$ cat src/rtl/bcn_pkg.sv
// ----------------------------------------------------------------------------
// bcn_pkg
// shared format codes, divider codes and stage structs of the texture decoder
// ----------------------------------------------------------------------------
package bcn_pkg;

  localparam logic [3:0] FMT_L8    = 4'd0;
  localparam logic [3:0] FMT_A8    = 4'd1;
  localparam logic [3:0] FMT_R8    = 4'd2;
  localparam logic [3:0] FMT_L8A8  = 4'd3;
  localparam logic [3:0] FMT_R8G8  = 4'd4;
  localparam logic [3:0] FMT_RGBA8 = 4'd5;
  localparam logic [3:0] FMT_BGRA8 = 4'd6;
  localparam logic [3:0] FMT_BC1   = 4'd7;
  localparam logic [3:0] FMT_BC3   = 4'd8;
  localparam logic [3:0] FMT_BC4   = 4'd9;
  localparam logic [3:0] FMT_BC5   = 4'd10;

  typedef logic [2:0][7:0] rgb_t;

  typedef enum logic [2:0] {
    DIV_1,
    DIV_2,
    DIV_3,
    DIV_5,
    DIV_7
  } div_t;

  typedef struct packed {
    logic [10:0] num;
    div_t        dv;
  } chan_t;

  typedef struct packed {
    logic        valid;
    logic [3:0]  mode;
    logic [3:0]  idx;
    logic        last;
    logic [63:0] lo;
    logic [63:0] hi;
    logic [31:0] csel;
    rgb_t        c0;
    rgb_t        c1;
    logic        four;
  } job_t;

  typedef struct packed {
    logic            valid;
    logic [1:0]      x;
    logic [1:0]      y;
    logic            last;
    chan_t [3:0]     ch;
  } mix_t;

endpackage

$ cat src/rtl/bcn_seq.sv
// ----------------------------------------------------------------------------
// bcn_seq
// block register, endpoint widening and texel index counter
// ----------------------------------------------------------------------------
module bcn_seq (
  input  logic              clk,
  input  logic              rst_n,
  input  logic              in_valid,
  output logic              in_ready,
  input  logic [63:0]       in_block_low,
  input  logic [63:0]       in_block_high,
  input  logic [3:0]        fmt,
  input  logic              en,
  output bcn_pkg::job_t     job
);

  function automatic bcn_pkg::rgb_t widen565(input logic [15:0] v);
    logic [12:0] t5r;
    logic [12:0] t5b;
    logic [13:0] t6;
    bcn_pkg::rgb_t c;
    t5r  = 13'(v[15:11]) * 13'd255 + 13'd16;
    t6   = 14'(v[10:5]) * 14'd255 + 14'd32;
    t5b  = 13'(v[4:0]) * 13'd255 + 13'd16;
    c[0] = 8'(((t5r >> 5) + t5r) >> 5);
    c[1] = 8'(((t6 >> 6) + t6) >> 6);
    c[2] = 8'(((t5b >> 5) + t5b) >> 5);
    return c;
  endfunction

  logic              busy_r;
  logic [3:0]        idx_r;
  logic [3:0]        mode_r;
  logic [63:0]       lo_r;
  logic [63:0]       hi_r;
  logic [31:0]       csel_r;
  bcn_pkg::rgb_t     c0_r;
  bcn_pkg::rgb_t     c1_r;
  logic              four_r;
  logic [63:0]       cw;
  logic              accept;
  logic              job_last;

  assign cw       = (fmt == bcn_pkg::FMT_BC3) ? in_block_high : in_block_low;
  assign job_last = (mode_r <= bcn_pkg::FMT_BGRA8) || (idx_r == 4'd15);
  assign in_ready = !busy_r || (en && job_last);
  assign accept   = in_valid && in_ready;

  always_ff @(posedge clk) begin
    if (!rst_n) begin
      busy_r <= 1'b0;
      idx_r  <= 4'd0;
    end else if (accept) begin
      busy_r <= (fmt <= bcn_pkg::FMT_BC5);
      idx_r  <= 4'd0;
    end else if (en && busy_r) begin
      if (job_last) begin
        busy_r <= 1'b0;
      end else begin
        idx_r <= idx_r + 4'd1;
      end
    end
  end

  always_ff @(posedge clk) begin
    if (accept) begin
      mode_r <= fmt;
      lo_r   <= in_block_low;
      hi_r   <= in_block_high;
      csel_r <= cw[63:32];
      c0_r   <= widen565(cw[15:0]);
      c1_r   <= widen565(cw[31:16]);
      four_r <= (fmt == bcn_pkg::FMT_BC3) || (cw[15:0] > cw[31:16]);
    end
  end

  always_comb begin
    job.valid = busy_r;
    job.mode  = mode_r;
    job.idx   = idx_r;
    job.last  = job_last;
    job.lo    = lo_r;
    job.hi    = hi_r;
    job.csel  = csel_r;
    job.c0    = c0_r;
    job.c1    = c1_r;
    job.four  = four_r;
  end

endmodule

$ cat src/rtl/bcn_mix.sv
// ----------------------------------------------------------------------------
// bcn_mix
// per-texel index select, weighted endpoint sums, one texel per cycle when en
// ----------------------------------------------------------------------------
module bcn_mix (
  input  logic           clk,
  input  logic           rst_n,
  input  logic           en,
  input  bcn_pkg::job_t  job,
  output bcn_pkg::mix_t  mix
);

  function automatic bcn_pkg::chan_t lit(input logic [7:0] v);
    bcn_pkg::chan_t r;
    r.num = {3'b000, v};
    r.dv  = bcn_pkg::DIV_1;
    return r;
  endfunction

  function automatic bcn_pkg::chan_t colour(input logic [7:0] c0, input logic [7:0] c1,
                                            input logic [1:0] s, input logic four);
    bcn_pkg::chan_t r;
    r = lit(8'd0);
    case (s)
      2'd0: r = lit(c0);
      2'd1: r = lit(c1);
      2'd2: begin
        if (four) begin
          r.num = {2'b00, c0, 1'b0} + {3'b000, c1};
          r.dv  = bcn_pkg::DIV_3;
        end else begin
          r.num = {3'b000, c0} + {3'b000, c1};
          r.dv  = bcn_pkg::DIV_2;
        end
      end
      2'd3: begin
        if (four) begin
          r.num = {3'b000, c0} + {2'b00, c1, 1'b0};
          r.dv  = bcn_pkg::DIV_3;
        end else begin
          r = lit(8'd0);
        end
      end
      default: r = lit(8'd0);
    endcase
    return r;
  endfunction

  function automatic bcn_pkg::chan_t bc4_chan(input logic [63:0] w, input logic [3:0] i);
    logic [7:0]     a0;
    logic [7:0]     a1;
    logic [47:0]    sw;
    logic [5:0]     pos;
    logic [2:0]     s;
    logic [2:0]     wa;
    logic [2:0]     wb;
    bcn_pkg::chan_t r;
    a0  = w[7:0];
    a1  = w[15:8];
    sw  = w[63:16];
    pos = {2'b00, i} + {1'b0, i, 1'b0};
    s   = sw[pos +: 3];
    wb  = s - 3'd1;
    if (s == 3'd0) begin
      r = lit(a0);
    end else if (s == 3'd1) begin
      r = lit(a1);
    end else if (a0 > a1) begin
      wa    = 3'(4'd8 - {1'b0, s});
      r.num = 11'(wa) * 11'(a0) + 11'(wb) * 11'(a1);
      r.dv  = bcn_pkg::DIV_7;
    end else if (s == 3'd6) begin
      r = lit(8'd0);
    end else if (s == 3'd7) begin
      r = lit(8'd255);
    end else begin
      wa    = 3'd6 - s;
      r.num = 11'(wa) * 11'(a0) + 11'(wb) * 11'(a1);
      r.dv  = bcn_pkg::DIV_5;
    end
    return r;
  endfunction

  logic [7:0]     b0;
  logic [7:0]     b1;
  logic [7:0]     b2;
  logic [7:0]     b3;
  logic [1:0]     cs;
  logic           blk;
  logic           tp3;
  bcn_pkg::mix_t  mix_nxt;
  bcn_pkg::mix_t  mix_r;

  assign b0  = job.lo[7:0];
  assign b1  = job.lo[15:8];
  assign b2  = job.lo[23:16];
  assign b3  = job.lo[31:24];
  assign cs  = job.csel[{job.idx, 1'b0} +: 2];
  assign blk = (job.mode >= bcn_pkg::FMT_BC1);
  assign tp3 = (cs == 2'd3) && !job.four;

  always_comb begin
    mix_nxt.valid = job.valid;
    mix_nxt.x     = blk ? job.idx[1:0] : 2'd0;
    mix_nxt.y     = blk ? job.idx[3:2] : 2'd0;
    mix_nxt.last  = job.last;
    mix_nxt.ch[0] = lit(b0);
    mix_nxt.ch[1] = lit(b0);
    mix_nxt.ch[2] = lit(b0);
    mix_nxt.ch[3] = lit(8'd255);
    case (job.mode)
      bcn_pkg::FMT_L8: begin
      end
      bcn_pkg::FMT_A8: begin
        mix_nxt.ch[0] = lit(8'd0);
        mix_nxt.ch[1] = lit(8'd0);
        mix_nxt.ch[2] = lit(8'd0);
        mix_nxt.ch[3] = lit(b0);
      end
      bcn_pkg::FMT_R8: begin
        mix_nxt.ch[1] = lit(8'd0);
        mix_nxt.ch[2] = lit(8'd0);
      end
      bcn_pkg::FMT_L8A8: begin
        mix_nxt.ch[3] = lit(b1);
      end
      bcn_pkg::FMT_R8G8: begin
        mix_nxt.ch[1] = lit(b1);
        mix_nxt.ch[2] = lit(8'd0);
      end
      bcn_pkg::FMT_RGBA8: begin
        mix_nxt.ch[1] = lit(b1);
        mix_nxt.ch[2] = lit(b2);
        mix_nxt.ch[3] = lit(b3);
      end
      bcn_pkg::FMT_BGRA8: begin
        mix_nxt.ch[0] = lit(b2);
        mix_nxt.ch[1] = lit(b1);
        mix_nxt.ch[2] = lit(b0);
        mix_nxt.ch[3] = lit(b3);
      end
      bcn_pkg::FMT_BC1: begin
        mix_nxt.ch[0] = colour(job.c0[0], job.c1[0], cs, job.four);
        mix_nxt.ch[1] = colour(job.c0[1], job.c1[1], cs, job.four);
        mix_nxt.ch[2] = colour(job.c0[2], job.c1[2], cs, job.four);
        mix_nxt.ch[3] = lit(tp3 ? 8'd0 : 8'd255);
      end
      bcn_pkg::FMT_BC3: begin
        mix_nxt.ch[0] = colour(job.c0[0], job.c1[0], cs, 1'b1);
        mix_nxt.ch[1] = colour(job.c0[1], job.c1[1], cs, 1'b1);
        mix_nxt.ch[2] = colour(job.c0[2], job.c1[2], cs, 1'b1);
        mix_nxt.ch[3] = bc4_chan(job.lo, job.idx);
      end
      bcn_pkg::FMT_BC4: begin
        mix_nxt.ch[0] = bc4_chan(job.lo, job.idx);
        mix_nxt.ch[1] = mix_nxt.ch[0];
        mix_nxt.ch[2] = mix_nxt.ch[0];
      end
      bcn_pkg::FMT_BC5: begin
        mix_nxt.ch[0] = bc4_chan(job.lo, job.idx);
        mix_nxt.ch[1] = bc4_chan(job.hi, job.idx);
        mix_nxt.ch[2] = lit(8'd0);
      end
      default: begin
      end
    endcase
  end

  always_ff @(posedge clk) begin
    if (!rst_n) begin
      mix_r.valid <= 1'b0;
    end else if (en) begin
      mix_r.valid <= mix_nxt.valid;
    end
    if (en) begin
      mix_r.x    <= mix_nxt.x;
      mix_r.y    <= mix_nxt.y;
      mix_r.last <= mix_nxt.last;
      mix_r.ch   <= mix_nxt.ch;
    end
  end

  assign mix = mix_r;

endmodule

$ cat src/rtl/bcn_out.sv
// ----------------------------------------------------------------------------
// bcn_out
// constant divide of the weighted sums and the result register
// ----------------------------------------------------------------------------
module bcn_out (
  input  logic           clk,
  input  logic           rst_n,
  input  bcn_pkg::mix_t  mix,
  input  logic           out_ready,
  output logic           out_valid,
  output logic           en,
  output logic [7:0]     out_red,
  output logic [7:0]     out_green,
  output logic [7:0]     out_blue,
  output logic [7:0]     out_alpha,
  output logic [1:0]     out_texel_x,
  output logic [1:0]     out_texel_y,
  output logic           out_last_texel
);

  // reciprocal multiply, exact over the range of each divisor
  function automatic logic [7:0] cdiv(input bcn_pkg::chan_t c);
    logic [22:0] k;
    logic [22:0] p;
    logic [7:0]  q;
    k = 23'd0;
    case (c.dv)
      bcn_pkg::DIV_3: k = 23'd1366;
      bcn_pkg::DIV_5: k = 23'd3277;
      bcn_pkg::DIV_7: k = 23'd2341;
      default:        k = 23'd0;
    endcase
    p = 23'(c.num) * k;
    case (c.dv)
      bcn_pkg::DIV_1: q = c.num[7:0];
      bcn_pkg::DIV_2: q = c.num[8:1];
      bcn_pkg::DIV_3: q = p[19:12];
      bcn_pkg::DIV_5: q = p[21:14];
      bcn_pkg::DIV_7: q = p[21:14];
      default:        q = c.num[7:0];
    endcase
    return q;
  endfunction

  logic        out_valid_r;
  logic [7:0]  red_r;
  logic [7:0]  green_r;
  logic [7:0]  blue_r;
  logic [7:0]  alpha_r;
  logic [1:0]  x_r;
  logic [1:0]  y_r;
  logic        last_r;

  assign en = !out_valid_r || out_ready;

  always_ff @(posedge clk) begin
    if (!rst_n) begin
      out_valid_r <= 1'b0;
    end else if (en) begin
      out_valid_r <= mix.valid;
    end
  end

  always_ff @(posedge clk) begin
    if (en && mix.valid) begin
      red_r   <= cdiv(mix.ch[0]);
      green_r <= cdiv(mix.ch[1]);
      blue_r  <= cdiv(mix.ch[2]);
      alpha_r <= cdiv(mix.ch[3]);
      x_r     <= mix.x;
      y_r     <= mix.y;
      last_r  <= mix.last;
    end
  end

  assign out_valid      = out_valid_r;
  assign out_red        = red_r;
  assign out_green      = green_r;
  assign out_blue       = blue_r;
  assign out_alpha      = alpha_r;
  assign out_texel_x    = x_r;
  assign out_texel_y    = y_r;
  assign out_last_texel = last_r;

endmodule

$ cat src/rtl/bcn_texture_block_decoder_unit.sv
// ----------------------------------------------------------------------------
// bcn_texture_block_decoder_unit
// pipeline: block register, mix register, then the result register
// throughput: one texel per cycle from the block register unless the output
//   stalls; a bc block gives 16 texels, a raw item one, unused codes dropped
// reset: synchronous, pipeline emptied, format register set to bc1
// ----------------------------------------------------------------------------
module bcn_texture_block_decoder_unit (
  input  logic        clk,
  input  logic        rst_n,
  input  logic        cfg_we,
  input  logic [3:0]  cfg_wdata,
  input  logic        in_valid,
  output logic        in_ready,
  input  logic [63:0] in_block_low,
  input  logic [63:0] in_block_high,
  output logic        out_valid,
  input  logic        out_ready,
  output logic [7:0]  out_red,
  output logic [7:0]  out_green,
  output logic [7:0]  out_blue,
  output logic [7:0]  out_alpha,
  output logic [1:0]  out_texel_x,
  output logic [1:0]  out_texel_y,
  output logic        out_last_texel
);

  logic [3:0]     fmt_r;
  logic           en;
  bcn_pkg::job_t  job;
  bcn_pkg::mix_t  mix;

  always_ff @(posedge clk) begin
    if (!rst_n) begin
      fmt_r <= bcn_pkg::FMT_BC1;
    end else if (cfg_we) begin
      fmt_r <= cfg_wdata;
    end
  end

  bcn_seq u_seq (
    .clk           (clk),
    .rst_n         (rst_n),
    .in_valid      (in_valid),
    .in_ready      (in_ready),
    .in_block_low  (in_block_low),
    .in_block_high (in_block_high),
    .fmt           (fmt_r),
    .en            (en),
    .job           (job)
  );

  bcn_mix u_mix (
    .clk   (clk),
    .rst_n (rst_n),
    .en    (en),
    .job   (job),
    .mix   (mix)
  );

  bcn_out u_out (
    .clk            (clk),
    .rst_n          (rst_n),
    .mix            (mix),
    .out_ready      (out_ready),
    .out_valid      (out_valid),
    .en             (en),
    .out_red        (out_red),
    .out_green      (out_green),
    .out_blue       (out_blue),
    .out_alpha      (out_alpha),
    .out_texel_x    (out_texel_x),
    .out_texel_y    (out_texel_y),
    .out_last_texel (out_last_texel)
  );

endmodule

$ cat config.mk
export PLATFORM = sky130hd
export DESIGN_NAME = bcn_texture_block_decoder_unit
export DESIGN_NICKNAME = d
export VERILOG_FILES = /design/src/rtl/bcn_pkg.sv /design/src/rtl/bcn_seq.sv /design/src/rtl/bcn_mix.sv /design/src/rtl/bcn_out.sv /design/src/rtl/bcn_texture_block_decoder_unit.sv
export SDC_FILE = /design/constraint.sdc
export NUM_CORES = 2
export LEC_CHECK = 0
export ABC_AREA = 1
export CAP_MARGIN = 40
export CORE_MARGIN = 2
export CORE_UTILIZATION = 50
export DETAILED_ROUTE_END_ITERATION = 6
export DONT_BUFFER_PORTS = 1
export SYNTH_ARGS = -nofsm -noshare
export SYNTH_HDL_FRONTEND = slang
export SYNTH_SLANG_ARGS = --single-unit
$ cat constraint.sdc
create_clock -name clk -period 10.1 [get_ports clk]
set_clock_uncertainty 0.15 [all_clocks]
set_input_delay 0.505 -clock clk [delete_from_list [all_inputs] [get_ports clk]]
set_output_delay 0.505 -clock clk [all_outputs]
set_load 0.03 [all_outputs]
==> out/results.ini <==
[final_layout]
fin_area_um2 = 51000
fin_nets = 7126
fin_util_pct = 54.7
mostFrequentLayoutCells = inv_1, nand2_1, ha_1
syn_to_final_growth_pct = 8.62
layout_commonest_cell = inv_1
final-instance-count-excl-fill = 7169
final_layout_size_suffix_gt1_share_pct = 3.54

[power]
combPwrFrac_pct = 66.8
sw_frac_of_total_pct = 49.6
vdd_drop_max_mv = 0.282
p_seq_share_pct = 20.0
power_density_nw_per_um2 = 222
power_leakage_uw = 0.0263
clkPwrFrac_pct = 13.2
power_uw = 11300
p_int_uw = 5710
netSwitchingPower_uw = 5610

[cts]
cts_tree = built
numCtsBuffers = 41
cts_root_buffer = clkbuf_16
clock_sinks = 321
clockBufferDepth = 3
clkLatencyLatePin_ns = 0.63
postCtsHoldBufs = 135
cts_setup_buffers = 0
cts_resized = 0
clk_pin_slew_ns = 0.06
htreeDepth = 2

[synth]
synth_area_per_cell_um2 = 8.14
yosysSeqAreaShare_pct = 20.3
synth-edff-count = 310
ys_warn_count = 0
syn_inst = 5773
ys_ff_latch = 321
ys_async_sr_fraction_pct = 0
yosysUniqueCellTypes = 65
syn-cell-area_um2 = 47000
ys.flop_type = edfxtp_1

[global_route]
grt_pass1_vias = 38700
use_met3_pct = 3.54
grt-ovfl-total = 0
use_met2_pct = 47.8
grt_max_degree = 94
grt_pass1_wl_um = 218000
antenna_found_initial = 5
grt.busiest_layer = met2
met1_usage_pct = 38.4
gr-usage-all-layers_pct = 28.7

[critical_path]
cp-end-kind = flip-flop
start_kind = flip-flop
path_max_fanout = 37
arrival_ns = 9.27
startpoint = u_seq.idx_r[1]
cp_slowest_cell = fa_1
crit_type = flip-flop to flip-flop
cpMostUsedCell = nand2_1
worst_r2r_startpoint = u_seq.idx_r[1]
required_ns = 10.31
cpPeakStageDelay_ns = 0.63

[placement]
dpl.hpwl_um = 114000
port_buffers = 0
gp_congestion = 0.947
placed_area_um2 = 48300
dp_cells = 6952

[drt]
dr.pass1.iters = 6
wl_um = 138000
drt-initial-drc-count = 3284
drc = 0
wl_per_cell_um = 19.2
ant_nets = 0
vias_per_cell = 5.38
vias = 38600

[timing]
drv_slew = 0
tns_ns = 0
tightest_slew_ns = 0.896
fin_crit_ns = 9.06
setup_viol = 0
rsz0062_at_grt = no
fin_crit_sh_pct = 89.7
hold_viol_final = 0
timing.fmax_mhz = 110
maxSlewHeadroom_pct = 39.6

[floorplan]
start_util_pct = 50.4
die_w_um = 311
fp-row-count = 112
top_level_ports = 176
die_h_um = 311
die_area_um2 = 96400
core_um2 = 93200

[worst_hold_path]
hold_path.class = input pin to flip-flop
min_from = in_valid

[outcome]
outcome = complete, no violations

[job]
drv_cap = 0

## metrics by stage
step | setup slack [ns] | hold slack [ns]
after global routing | 0.228 | 0.187
after CTS | 1.20 | 0.157
after floorplan | 2.83 | 0.250
final | 1.04 | 0.208
after global placement | 1.42 | 0.258
after detailed placement | 1.25 | 0.256
## final timing paths
check	endpoint	slack, ns	cells past startpoint
worst max-delay path	u_mix.mix[27]	1.04	39
worst min register to register	u_out.out_last_texel	0.26	0
worst max register to register	u_mix.mix[27]	1.04	39
worst min-delay path	u_seq.idx_r[1]	0.21	3
## flip-flops by register name, indices dropped and copies added (netlist names), 2 cells and up
signal             cells
u_seq.idx_r            4
u_seq.hi_r            64
u_out.out_red          8
u_mix.mix             61
fmt_r                  4
u_seq.mode_r           4
u_seq.csel_r          32
u_seq.job             48
u_out.out_texel_x      2
u_out.out_texel_y      2
u_out.out_alpha        8
u_out.out_blue         8
u_out.out_green        8
u_seq.lo_r            64
## logic make-up after synthesis
group                    share of synthesized area [%]
multiplexers                                     0.767
buffers and inverters                             11.0
AO/OA/AOI/OAI                                     9.06
AND/OR/NAND/NOR                                   18.2
flip-flops                                        20.3
other                                          0.00798
XOR/XNOR                                          3.63
adder cells (fa/ha/maj)                           37.0
## cells in the mapped netlist, types with 12 or more instances
| master | number | share of area, % |
|---|---|---|
| xor2_1 | 123 | 2.3 |
| ha_1 | 650 | 17 |
| xnor2_1 | 70 | 1.3 |
| o22ai_1 | 20 | 0.27 |
| a21oi_1 | 343 | 3.7 |
| or2_2 | 21 | 0.28 |
| a21o_1 | 15 | 0.24 |
| inv_1 | 1200 | 9.6 |
| buf_6 | 12 | 0.29 |
| nand3b_1 | 17 | 0.27 |
| clkbuf_1 | 49 | 0.39 |
| edfxtp_1 | 310 | 20 |
| nor2_1 | 411 | 3.3 |
| nand3_1 | 307 | 3.3 |
| fa_1 | 463 | 20 |
| o211ai_1 | 46 | 0.74 |
| o21bai_1 | 21 | 0.34 |
| nor3_1 | 20 | 0.21 |
| mux2_2 | 32 | 0.77 |
| o21ai_1 | 35 | 0.37 |
| buf_2 | 29 | 0.31 |
| nand4_1 | 67 | 0.89 |
| nand2_1 | 1154 | 9.2 |
| o21ai_0 | 185 | 2.0 |
## power by group through the flow
| stage | Combinational, uW | Clock (uW) | Sequential [uW] |
|---|---|---|---|
| floorplan | 5840 | 0 | 2110 |
| global placement | 7300 | 0 | 2280 |
| finish | 7560 | 1500 | 2260 |
| detailed placement | 7420 | 0 | 2280 |
| global route | 8640 | 1580 | 2280 |
| CTS | 7520 | 1530 | 2250 |
## per-layer routing
| layer | wire length (um) | share of wire [%] | vias up |
|---|---|---|---|
| li1 | - | - | 18700 |
| met1 | 59800 | 43 | 18400 |
| met2 | 64700 | 47 | 1261 |
| met3 | 8250 | 6.0 | 227 |
| met4 | 5210 | 3.8 | 0 |
| met5 | 0 | 0 | - |
## critical path, delay by kind of cell (launching register included)
| kind | cells | cell delay [ns] |
|---|---|---|
| and+or+nand+nor | 16 | 1.63 |
| buffers and inverters | 9 | 2.13 |
| adders and majority gates | 6 | 2.89 |
| AOI/OAI and AO/OA | 6 | 0.88 |
| DFF | 1 | 0.62 |
| xor gates and xnor gates | 2 | 0.44 |
## cell type report
| type | count | area [um2] |
|---|---|---|
| Clock inverter | 28 | 315 |
| Fill cell | 8810 | 42200 |
| Timing Repair Buffer | 166 | 1630 |
| Clock buffer | 47 | 1060 |
| Inverter | 1217 | 4580 |
| Tap cell | 1254 | 1570 |
| Antenna cell | 7 | 17.5 |
| Sequential cell | 321 | 9530 |
| Multi-Input combinational cell | 4129 | 32300 |
Note: power is estimated with default switching activity, not from simulation.
